## config.mk

```make
export PLATFORM = sky130hd
export DESIGN_NAME = four_wheel_pi_speed_controller_unit
export DESIGN_NICKNAME = d
export VERILOG_FILES = /design/src/fwspd_pkg.sv /design/src/fwspd_gain_regs.sv /design/src/four_wheel_pi_speed_controller_unit.sv
export VERILOG_INCLUDE_DIRS = /design/src /design/src/src
export SDC_FILE = /design/constraint.sdc
export NUM_CORES = 2
export LEC_CHECK = 0
export ABC_AREA = 1
export BUFFER_PORTS_ARGS = -buffer_cell sky130_fd_sc_hd__buf_2
export CAP_MARGIN = 5
export CORE_UTILIZATION = 50
export CTS_BUF_LIST = sky130_fd_sc_hd__clkbuf_4
export CTS_CLUSTER_DIAMETER = 30
export DETAILED_ROUTE_END_ITERATION = 6
export GPL_TIMING_DRIVEN = 0
export PLACE_DENSITY_LB_ADDON = 0.2
export SLEW_MARGIN = 15
export SYNTH_ARGS = -nofsm -noshare
export SYNTH_HDL_FRONTEND = slang
export SYNTH_SLANG_ARGS = --single-unit
```

## constraint.sdc

```tcl
create_clock -name clk -period 9 [get_ports clk]
set_input_delay 0.45 -clock clk [delete_from_list [all_inputs] [get_ports clk]]
set_output_delay 0.45 -clock clk [all_outputs]
set_load 0.02 [all_outputs]
```

## src/assert_macros.svh

```systemverilog
// Assertion macros shared by the RTL of the wheel speed controller.
`ifndef ASSERT_MACROS_SVH
`define ASSERT_MACROS_SVH
`ifndef SYNTHESIS
// Property must hold at every clock edge outside reset.
`define ASSERT_PROP(lbl, clk, rst_n, prop, msg) \
	lbl: assert property (@(posedge clk) disable iff (!rst_n) (prop)) else $error(msg);
// Expression must never be true outside reset.
`define ASSERT_NEVER(lbl, clk, rst_n, expr, msg) \
	lbl: assert property (@(posedge clk) disable iff (!rst_n) !(expr)) else $error(msg);
`else
`define ASSERT_PROP(lbl, clk, rst_n, prop, msg)
`define ASSERT_NEVER(lbl, clk, rst_n, expr, msg)
`endif
`endif

```

## src/fwspd_pkg.sv

```systemverilog
// Types and constants of the four-wheel PI speed controller.
`default_nettype none
package fwspd_pkg;

	localparam int WHEELS         = 4;
	localparam int WHEEL_W        = 2;
	localparam int SPEED_W        = 16;
	localparam int ERR_W          = SPEED_W + 1;
	localparam int INTEG_W        = 15;
	localparam int INTEG_SUM_W    = 18;
	localparam int INTEGRAL_LIMIT = 10000;
	localparam int GAIN_W         = 16;
	localparam int GAIN_FRAC_BITS = 8;
	localparam int PROD_P_W       = 2 * ERR_W;
	localparam int PROD_I_W       = GAIN_W + 1 + INTEG_W;
	localparam int SUM_W          = 35;
	localparam int QUOT_W         = SUM_W - GAIN_FRAC_BITS;
	localparam int DRIVE_LIMIT    = 1000;
	localparam int DRIVE_W        = 11;
	localparam int LEG_W          = 10;
	localparam int CFG_IDX_W      = 3;

	// Register indexes
	localparam logic [CFG_IDX_W-1:0] REG_KP0 = 3'd0;
	localparam logic [CFG_IDX_W-1:0] REG_KI0 = 3'd4;

	localparam logic [GAIN_W-1:0] KP_RESET = 16'd1024;
	localparam logic [GAIN_W-1:0] KI_RESET = 16'd384;

	// Wheels whose forward drive goes to leg B
	localparam logic [WHEEL_W-1:0] WHEEL_FRONT_LEFT = 2'd0;
	localparam logic [WHEEL_W-1:0] WHEEL_REAR_RIGHT = 2'd3;

	typedef struct packed {
		logic [GAIN_W-1:0] kp;
		logic [GAIN_W-1:0] ki;
	} gain_t;

endpackage
`default_nettype wire

```

## src/fwspd_gain_regs.sv

```systemverilog
// Per-wheel gain register file with write decode and wheel lookup.
`default_nettype none
module fwspd_gain_regs (
	input  wire logic                               clk,
	input  wire logic                               arst_n,
	input  wire logic                               cfg_we,
	input  wire logic [fwspd_pkg::CFG_IDX_W-1:0]    cfg_index,
	input  wire logic [fwspd_pkg::GAIN_W-1:0]       cfg_data,
	input  wire logic [fwspd_pkg::WHEEL_W-1:0]      sel_wheel,
	output fwspd_pkg::gain_t                        gains
);

	logic [fwspd_pkg::GAIN_W-1:0] kp_q [fwspd_pkg::WHEELS];
	logic [fwspd_pkg::GAIN_W-1:0] ki_q [fwspd_pkg::WHEELS];

	// Register writes: low half of the index space is kp, upper half ki
	always_ff @(posedge clk or negedge arst_n) begin
		if (!arst_n) begin
			for (int w = 0; w < fwspd_pkg::WHEELS; w++) begin
				kp_q[w] <= fwspd_pkg::KP_RESET;
				ki_q[w] <= fwspd_pkg::KI_RESET;
			end
		end else if (cfg_we) begin
			if (cfg_index < fwspd_pkg::REG_KI0) begin
				kp_q[cfg_index[fwspd_pkg::WHEEL_W-1:0]] <= cfg_data;
			end else begin
				ki_q[cfg_index[fwspd_pkg::WHEEL_W-1:0]] <= cfg_data;
			end
		end
	end

	// Gain lookup for the wheel in flight
	assign gains.kp = kp_q[sel_wheel];
	assign gains.ki = ki_q[sel_wheel];

endmodule
`default_nettype wire

```

## src/four_wheel_pi_speed_controller_unit.sv

```systemverilog
// A result is presented on m_tvalid after its input transaction passes the stage 1, 2, 3 and output registers.
// Throughput: one transaction per cycle while m_tready does not stall the output; the integral
// read-modify-write completes within stage 1, so back-to-back items on the same wheel need no stall.
// Stages: input/integral update, two gain multipliers, sum/truncate/clamp/legs.
// Reset: clears all valid flags and integrals, gains return to kp 4.0 and ki 1.5.
`default_nettype none
`include "assert_macros.svh"
module four_wheel_pi_speed_controller_unit (
	input  wire logic                                clk,
	input  wire logic                                arst_n,
	input  wire logic                                s_tvalid,
	output logic                                     s_tready,
	input  wire logic [31:0]                         s_tdata,  // target_speed, measured_speed
	input  wire logic [fwspd_pkg::WHEEL_W-1:0]       s_tuser,  // wheel
	output logic                                     m_tvalid,
	input  wire logic                                m_tready,
	output logic [31:0]                              m_tdata,  // drive, reverse, leg_a, leg_b
	output logic [fwspd_pkg::WHEEL_W-1:0]            m_tuser,  // wheel_out
	input  wire logic                                cfg_we,
	input  wire logic [fwspd_pkg::CFG_IDX_W-1:0]     cfg_index,
	input  wire logic [fwspd_pkg::GAIN_W-1:0]        cfg_data
);

	localparam int ISW = fwspd_pkg::INTEG_SUM_W;
	localparam logic signed [ISW-1:0] INTEG_HI = ISW'(fwspd_pkg::INTEGRAL_LIMIT);
	localparam logic signed [ISW-1:0] INTEG_LO = -ISW'(fwspd_pkg::INTEGRAL_LIMIT);
	localparam int QW = fwspd_pkg::QUOT_W;
	localparam logic signed [QW-1:0] DRIVE_HI = QW'(fwspd_pkg::DRIVE_LIMIT);
	localparam logic signed [QW-1:0] DRIVE_LO = -QW'(fwspd_pkg::DRIVE_LIMIT);

	// Pipeline flow control: a stage loads when empty or when it drains
	logic v_s1, v_s2, v_s3, out_valid_q;
	logic en1, en2, en3, en_out;

	assign en_out   = !out_valid_q || m_tready;
	assign en3      = !v_s3 || en_out;
	assign en2      = !v_s2 || en3;
	assign en1      = !v_s1 || en2;
	assign s_tready = en1;

	always_ff @(posedge clk or negedge arst_n) begin
		if (!arst_n) begin
			v_s1        <= 1'b0;
			v_s2        <= 1'b0;
			v_s3        <= 1'b0;
			out_valid_q <= 1'b0;
		end else begin
			if (en1)    v_s1        <= s_tvalid;
			if (en2)    v_s2        <= v_s1;
			if (en3)    v_s3        <= v_s2;
			if (en_out) out_valid_q <= v_s3;
		end
	end

	// Stage 1: input register
	logic [fwspd_pkg::WHEEL_W-1:0]        wheel_s1;
	logic signed [fwspd_pkg::SPEED_W-1:0] target_s1, measured_s1;

	always_ff @(posedge clk) begin
		if (en1) begin
			wheel_s1    <= s_tuser;
			target_s1   <= $signed(s_tdata[15:0]);
			measured_s1 <= $signed(s_tdata[31:16]);
		end
	end

	// Integral state, one entry per wheel
	logic [fwspd_pkg::WHEELS-1:0][fwspd_pkg::INTEG_W-1:0] integ_q;
	logic signed [fwspd_pkg::ERR_W-1:0]   err_s1;
	logic signed [ISW-1:0]                integ_sum;
	logic signed [fwspd_pkg::INTEG_W-1:0] acc_s1;
	logic                                 integ_upd;

	assign err_s1    = fwspd_pkg::ERR_W'(target_s1) - fwspd_pkg::ERR_W'(measured_s1);
	assign integ_sum = ISW'($signed(integ_q[wheel_s1])) + ISW'(err_s1);

	// Clamp the accumulated integral
	always_comb begin
		if (integ_sum > INTEG_HI) begin
			acc_s1 = fwspd_pkg::INTEG_W'(INTEG_HI);
		end else if (integ_sum < INTEG_LO) begin
			acc_s1 = fwspd_pkg::INTEG_W'(INTEG_LO);
		end else begin
			acc_s1 = integ_sum[fwspd_pkg::INTEG_W-1:0];
		end
	end

	assign integ_upd = v_s1 && en2;

	always_ff @(posedge clk or negedge arst_n) begin
		if (!arst_n) begin
			integ_q <= '0;
		end else if (integ_upd) begin
			integ_q[wheel_s1] <= acc_s1;
		end
	end

	// Gain lookup for the stage-1 wheel
	fwspd_pkg::gain_t gains_s1;

	fwspd_gain_regs u_gain_regs (
		.clk       (clk),
		.arst_n    (arst_n),
		.cfg_we    (cfg_we),
		.cfg_index (cfg_index),
		.cfg_data  (cfg_data),
		.sel_wheel (wheel_s1),
		.gains     (gains_s1)
	);

	// Stage 2: operands for the two multipliers
	logic [fwspd_pkg::WHEEL_W-1:0]        wheel_s2;
	logic signed [fwspd_pkg::ERR_W-1:0]   err_s2;
	logic signed [fwspd_pkg::INTEG_W-1:0] acc_s2;
	fwspd_pkg::gain_t                     gains_s2;

	always_ff @(posedge clk) begin
		if (en2) begin
			wheel_s2 <= wheel_s1;
			err_s2   <= err_s1;
			acc_s2   <= acc_s1;
			gains_s2 <= gains_s1;
		end
	end

	logic signed [fwspd_pkg::PROD_P_W-1:0] prop_prod;
	logic signed [fwspd_pkg::PROD_I_W-1:0] integ_prod;

	assign prop_prod  = $signed({1'b0, gains_s2.kp}) * err_s2;
	assign integ_prod = $signed({1'b0, gains_s2.ki}) * acc_s2;

	// Stage 3: products
	logic [fwspd_pkg::WHEEL_W-1:0]         wheel_s3;
	logic signed [fwspd_pkg::PROD_P_W-1:0] prop_s3;
	logic signed [fwspd_pkg::PROD_I_W-1:0] integ_s3;

	always_ff @(posedge clk) begin
		if (en3) begin
			wheel_s3 <= wheel_s2;
			prop_s3  <= prop_prod;
			integ_s3 <= integ_prod;
		end
	end

	// Sum, divide by 2^frac truncating toward zero, clamp
	logic signed [fwspd_pkg::SUM_W-1:0]   sum_s3;
	logic signed [QW-1:0]                 quot_floor, quot;
	logic                                 round_up;
	logic signed [fwspd_pkg::DRIVE_W-1:0] drive_s3;
	logic                                 rev_s3, fwd_b;
	logic [fwspd_pkg::LEG_W-1:0]          mag_s3, leg_a_s3, leg_b_s3;
	logic signed [fwspd_pkg::DRIVE_W-1:0] drive_neg;

	assign sum_s3     = fwspd_pkg::SUM_W'(prop_s3) + fwspd_pkg::SUM_W'(integ_s3);
	assign quot_floor = sum_s3[fwspd_pkg::SUM_W-1:fwspd_pkg::GAIN_FRAC_BITS];
	assign round_up   = sum_s3[fwspd_pkg::SUM_W-1] &&
	                    (sum_s3[fwspd_pkg::GAIN_FRAC_BITS-1:0] != '0);
	assign quot       = quot_floor + QW'(round_up);

	always_comb begin
		if (quot > DRIVE_HI) begin
			drive_s3 = fwspd_pkg::DRIVE_W'(DRIVE_HI);
		end else if (quot < DRIVE_LO) begin
			drive_s3 = fwspd_pkg::DRIVE_W'(DRIVE_LO);
		end else begin
			drive_s3 = quot[fwspd_pkg::DRIVE_W-1:0];
		end
	end

	// H-bridge legs: magnitude goes to one leg, the other is zero
	assign rev_s3    = drive_s3[fwspd_pkg::DRIVE_W-1];
	assign drive_neg = -drive_s3;
	assign mag_s3    = rev_s3 ? drive_neg[fwspd_pkg::LEG_W-1:0]
	                          : drive_s3[fwspd_pkg::LEG_W-1:0];
	assign fwd_b     = (wheel_s3 == fwspd_pkg::WHEEL_FRONT_LEFT) ||
	                   (wheel_s3 == fwspd_pkg::WHEEL_REAR_RIGHT);

	always_comb begin
		if (fwd_b != rev_s3) begin
			leg_a_s3 = '0;
			leg_b_s3 = mag_s3;
		end else begin
			leg_a_s3 = mag_s3;
			leg_b_s3 = '0;
		end
	end

	// Output register
	logic [fwspd_pkg::WHEEL_W-1:0]        wheel_out_q;
	logic signed [fwspd_pkg::DRIVE_W-1:0] drive_q;
	logic                                 rev_q;
	logic [fwspd_pkg::LEG_W-1:0]          leg_a_q, leg_b_q;

	always_ff @(posedge clk) begin
		if (en_out) begin
			wheel_out_q <= wheel_s3;
			drive_q     <= drive_s3;
			rev_q       <= rev_s3;
			leg_a_q     <= leg_a_s3;
			leg_b_q     <= leg_b_s3;
		end
	end

	assign m_tvalid = out_valid_q;
	assign m_tuser  = wheel_out_q;
	assign m_tdata  = {leg_b_q, leg_a_q, rev_q, drive_q};

	// Checks
	`ASSERT_PROP(a_drive_range, clk, arst_n,
		out_valid_q |-> (drive_q <= 11'sd1000 && drive_q >= -11'sd1000),
		"drive outside clamp range")
	`ASSERT_NEVER(a_legs_exclusive, clk, arst_n,
		out_valid_q && leg_a_q != '0 && leg_b_q != '0,
		"both H-bridge legs driven")
	`ASSERT_PROP(a_leg_magnitude, clk, arst_n,
		out_valid_q |-> ((leg_a_q | leg_b_q) == (rev_q ? 10'(-drive_q) : 10'(drive_q))),
		"leg magnitude does not match drive")
	`ASSERT_PROP(a_integ_hold, clk, arst_n,
		!integ_upd |=> $stable(integ_q),
		"integral changed without an item leaving stage 1")

endmodule
`default_nettype wire
```

# ---- After elaboration in Yosys (flattened, before gate mapping)
# Cells that the tools add are included.
dict set report classes {
  order_cmp 10
  bitwise_logic 3
  shift 0
  eq_ne 2
  div 0
  add_sub_neg 5
  mul 2
  n_reduce_logical 17
  n_mux 20
}
# op n
set ops {}
lappend ops {{$bwmux 64} 2}
lappend ops {{$mux 16} 5}
lappend ops {{$bmux 16 s2} 2}
lappend ops {{$bwmux 60} 1}
lappend ops {{$mux 15} 4}
lappend ops {{$add 34x32->35} 1}
lappend ops {{$mul 17x17->34} 1}
lappend ops {{$demux 16 s2} 1}
lappend ops {{$mul 17x15->32} 1}
lappend ops {{$bmux 15 s2} 1}
lappend ops {{$demux 15 s2} 1}
lappend ops {{$add 27x1->27} 1}
lappend ops {{$gt 27x11->1 const B} 1}
lappend ops {{$lt 27x11->1 const B} 1}
lappend ops {{$mux 11} 2}
lappend ops {{$add 15x17->18} 1}
lappend ops {{$gt 18x15->1 const B} 1}
lappend ops {{$lt 18x15->1 const B} 1}
lappend ops {{$sub 16x16->17} 1}
lappend ops {{$mux 10} 1}
lappend ops {{$neg 10->10} 1}
lappend ops {{$reduce_bool 8->1} 1}
lappend ops {{$ge 3x3->1 const B} 2}
lappend ops {{$not 2->3} 2}
lappend ops {{other kinds (12)} 23}
dict set report word_totals {
  latchBits 0
  ram_bits 0
  elab_cells 91
  out_inout_bits 36
  romBits 0
  register_bits 394
  input_bits 58
  memories 0
}

# ---- Logic depth before layout (Yosys ltp)
dict set report logic_depth {
  ltp_word 9
  depth_mapped 43
}

# ---- Hierarchy
# From an unflattened synthesis, not the netlist that was laid out.
dict set report unflattened {
  cells_unflattened 4840
  area_unflattened_um2 38809.7
}
# mod area_each_um2 n_inst cells_per_inst
set modules_own_cells {}
lappend modules_own_cells {four_wheel_pi_speed_controller_unit 32271.0 1 3917}
lappend modules_own_cells {fwspd_gain_regs 6538.8 1 923}

# ---- Worst setup path before layout
# OpenSTA, ideal clock, no wires.
dict set report synth_path {
  path_kind {register to register}
  startpoint {register acc_s2[2] in the netlist's numbering}
  endpoint {register integ_s3[31] in the netlist's numbering, data pin}
  required_ns 8.740
  setup_ns 0.260
  path_stages_with_launch 29
  t_arrival_ns 6.275
  period_less_slack_ns 6.534
  slack_ns 2.466
  path_buffers 2
  cell_sequence {edfxtp_1 -> clkbuf_1 -> clkbuf_1 -> nand2_1 -> fa_1 -> inv_1 -> fa_1 -> inv_1 -> fa_1 -> fa_1 -> inv_1 -> fa_1 -> fa_1 -> ha_1 -> a21oi_1 -> o21ai_0 -> a21oi_1 -> inv_1 -> a21oi_1 -> o21ai_0 -> a21oi_1 -> inv_1 -> a21o_1 -> a31oi_1 -> o21ai_0 -> a21oi_1 -> nor2_1 -> nor2_1 -> xnor2_1}
}
dict set report synth_via {
  elab_chain_cells 1
}
# element line_no
set synth_rtl {}
lappend synth_rtl {{start, declared} four_wheel_pi_speed_controller_unit.sv:114} ;# logic signed [fwspd_pkg::INTEG_W-1:0] acc_s2;
lappend synth_rtl {{start signal, assigned} four_wheel_pi_speed_controller_unit.sv:121} ;# acc_s2 <= acc_s1;
lappend synth_rtl {{$mul 17x15->32} four_wheel_pi_speed_controller_unit.sv:130} ;# assign integ_prod = $signed({1'b0, gains_s2.ki}) * acc_s2;
lappend synth_rtl {{named net integ_prod (one bit)} four_wheel_pi_speed_controller_unit.sv:127} ;# logic signed [fwspd_pkg::PROD_I_W-1:0] integ_prod;
lappend synth_rtl {{end signal, assigned} four_wheel_pi_speed_controller_unit.sv:141} ;# integ_s3 <= integ_prod;
lappend synth_rtl {{end, declared} four_wheel_pi_speed_controller_unit.sv:135} ;# logic signed [fwspd_pkg::PROD_I_W-1:0] integ_s3;
# The timed path passes the listed nets, and every way through them passes these cells.
# A chain may end at the register's enable or synchronous reset.

# ---- Worst setup path after layout
dict set report layout_path {
  startpoint {register acc_s2[4] in the netlist's numbering}
  endpoint {register integ_s3[31] in the netlist's numbering, data pin}
}
# The elaborated chain is that of the path after synthesis.

==> impl_results.md <==
* Yosys top cell area share at 21.0%
* Nets at 5523
* Setup TNS at 0 ns
* GRT Overall Usage at 27.6%
* Largest net degree at the start of global routing at a little under 100
* Setup ws final at roughly 0.75 ns
* Resized cells post-CTS at 0
* Pre-antenna DRT Iters at 5
* Worst slew pin tran at 1.19 ns
* Grt total ovfl at 0
* Post-synth EDFFs at ~200
* Multiplexer area fraction after synthesis at 0%
* Setup violators final at 0
* Post-Syn Nets at around 5300
* Final hold slack at ~0.089 ns
* M3 GR Usage at 4.56%
* Yosys reg bits at 393
* WP data required at around 9.6 ns
* Layout cells sized above 1 at under 10%
* Area delta synth->final at 10.2%
* First-pass GRT wire length at around 160000 um
* DRC at 0
* Initial antenna violation count at 3
* Biggest area consumer among synthesized cells: fa_1
* Met2 Track Usage GR at a little under half
* Compound-cell area share of the yosys netlist at 7.10%
* Max Slew Vio Count at 0
* Die area at about 0.076 mm2
* Critical path class: reg -> reg
* GR peak layer: met2
* Crit path max fanout at 10
* Met1 Use GR at between 30% and 40%
* Simple-gate share of the synthesized area at a little under a fifth
* Main combinational cell family by area after synthesis: adder cells
* Top post-synthesis cells by area: fa_1 (21%), edfxtp_1 (16%), nand2_1 (13%)
* Core ar. at 0.0735 mm2
* Clock Pin Slew Worst Setup and Hold Paths at about 0.070 ns
* Post-Synth XOR/XNOR Area at 2.44%
* Post-synth cell types at 47
* Clk_lat worst skew at slightly below 0.9 ns
* CTS Sinks at 393
* Slowest-stage cell, CP: clkbuf_1
* Hold crit path type: in -> reg
* Boundary pin count at 94
* Routability cong. at about 0.94
* Endpoint class of the critical path: flip-flop
* Mapped Cells at 4498
* Final core utilization at a little under three fifths
* Synth Area in Adders at a little under a third
* Avg Vias per Cell at around 5.2
* Worst R2R Start: acc_s2[4]
* Cell Area, Synth at 0.0374 mm2
* Crit. Startpoint: acc_s2[4]
* # Post-CTS Setup Buffers at 0
* CTS tree: yes
* CP Data Arrival Time at slightly below 9 ns
* Post-Place Setup Slack at 0.862 ns
* Synth Area per Inst at 8.31 um2
* Hold Buf Count CTS at between 50 and 60
* Outcome: finished, final reports clean
* Rel. slew slack at between 10% and 20%
* CP peak stage delay at between 0.6 and 0.7 ns
* Min-delay src: cfg_data[10]
* Initial core utilization at between 50% and 60%
* Via count at 29986
* Vias in the first global route at slightly above 30000
* FP Rows at 99
* Max Clock Freq at 0.121 GHz
* Final Cycle Share at roughly nine tenths
* CTS HTree Levels at 3
* DR iter-0 viols at a little under 2000
* YS warnings at 0
* Ys flop type: edfxtp_1
* Final worst clock skew at roughly 0.08 ns
* Sequential share of the synthesized area at between 20% and 30%
* Most frequent CP cell: fa_1
* Routed len/inst at approximately 17 um
* Chip width at ~280 um
* RSZ-0062 raised after global routing: no
* Final Hold Vio Count at 0
* DRT Wirelength at ~100000 um
* Clk root buf: clkbuf_4
* IO buf count at 93
* DRT antenna net count at 0
* Startpoint types: flip-flop
* Die Ht at between 200 and 300 um
* Max clock buf depth at 3
* Maxcap violations at 0
* Number of CTS-inserted buffers at about 110
* Post-DP HPWL at roughly 79000 um
* Min Tclk post-route at a little over 8 ns
* Asr flop ratio synth at about half
==> sequential cells by signal (all words and copies together), names as in the netlist, 10 cells and up <==
signal,cells
measured_s1,16
leg_b_q,10
u_gain_regs.kp_q,64
prop_s3,34
acc_s2,15
drive_q,11
integ_q,60
leg_a_q,10
gains_s2,32
integ_s3,32
err_s2,17
u_gain_regs.ki_q,64
target_s1,16
==> cell usage after synthesis, types with 26 or more instances <==
| cell type | count |
|---|---|
| a21oi_1 | 124 |
| xnor2_1 | 40 |
| or2_2 | 26 |
| xor2_1 | 64 |
| a22oi_1 | 57 |
| inv_1 | 941 |
| dfrtp_1 | 180 |
| clkbuf_1 | 160 |
| nand2_1 | 1279 |
| nand4_1 | 27 |
| nor2_1 | 182 |
| o21ai_0 | 190 |
| fa_1 | 393 |
| ha_1 | 312 |
| nand3_1 | 112 |
| edfxtp_1 | 201 |
==> worst paths after layout <==
path / end / slack, ns / depth (start not counted)
min: u_gain_regs.kp_q[42] / 0.09 / 3
max in group asynchronous: integ_q[25] / 7.79 / 3
max: integ_s3[31] / 0.75 / 28
min reg2reg: wheel_s3[0] / 0.42 / 0
min in group asynchronous: u_gain_regs.ki_q[21] / 0.22 / 2
max reg2reg: integ_s3[31] / 0.75 / 28
==> through the flow <==
step / instance area, um2 / instances
5_1_grt: 41200 / 5808
3_3_place_gp: 39100 / 5550
2_1_floorplan: 37400 / 4498
6_report: 41200 / 5809
4_1_cts: 41200 / 5807
3_5_place_dp: 39200 / 5555
==> worst max-delay path, delay by kind of cell, from the launching register on <==
family / cells / cell delay [ns]
flip-flops: 1 / 0.38
buffers and inverters: 7 / 1.49
AND/OR/NAND/NOR: 3 / 0.32
AO/OA/AOI/OAI: 10 / 2.20
adder cells (fa/ha/maj): 7 / 3.42
XOR/XNOR: 1 / 0.11
==> per-layer routing <==
metal  vias to the layer above  part of all wire [%]
met2                       966                    48
met3                       214                   6.3
met4                         2                   3.3
li1                      14410                     -
met5                         -                0.0089
met1                     14394                    42
==> final cells by class <==
| type | count | area, um2 |
|---|---|---|
| inverter | 961 | 3610 |
| clock buffer | 170 | 1280 |
| sequential | 393 | 10900 |
| clock inverter | 27 | 175 |
| fill | 6896 | 32200 |
| tap | 959 | 1200 |
| multi-input combinational | 2978 | 22300 |
| antenna | 2 | 5.00 |
| timing repair buffer | 153 | 1150 |
| buffer | 166 | 631 |
==> logic make-up after synthesis <==
logic type / after synthesis
simple gates: 1706
buf+inv: 1127
fa+ha+maj: 705
compound gates: 463
flops: 393
xor+xnor: 104
==> cells in the final DEF (no fill, tap or decap), drive strengths merged, types with 2 or more instances in the layout <==
cell         synthesis  routed
a221oi               7       7
o21ai              204     204
a211oi               3       3
nand4               27      27
o21a                 3       3
a22oi               57      57
dlygate4sd3          0      55
buf                  6     104
nor2               207     207
a21oi              128     128
a31oi                4       4
a21o                 5       5
ha                 312     312
diode                0       2
clkbuf             160     330
clkinv               4      26
nor3                20      20
edfxtp             201     201
dfstp               12      12
inv                957     960
xnor2               40      40
or2                 26      26
o21bai              13      13
xor2                64      64
o22ai               20      20
fa                 393     393
o2111ai              2       2
dfrtp              180     180
o211ai               7       7
and2                 3       3
nand2             1299    1299
a21boi               7       7
nand3              123     123
Power is not shown: default switching activity piles up to over one toggle a cycle in this logic, so the estimate is an artifact.
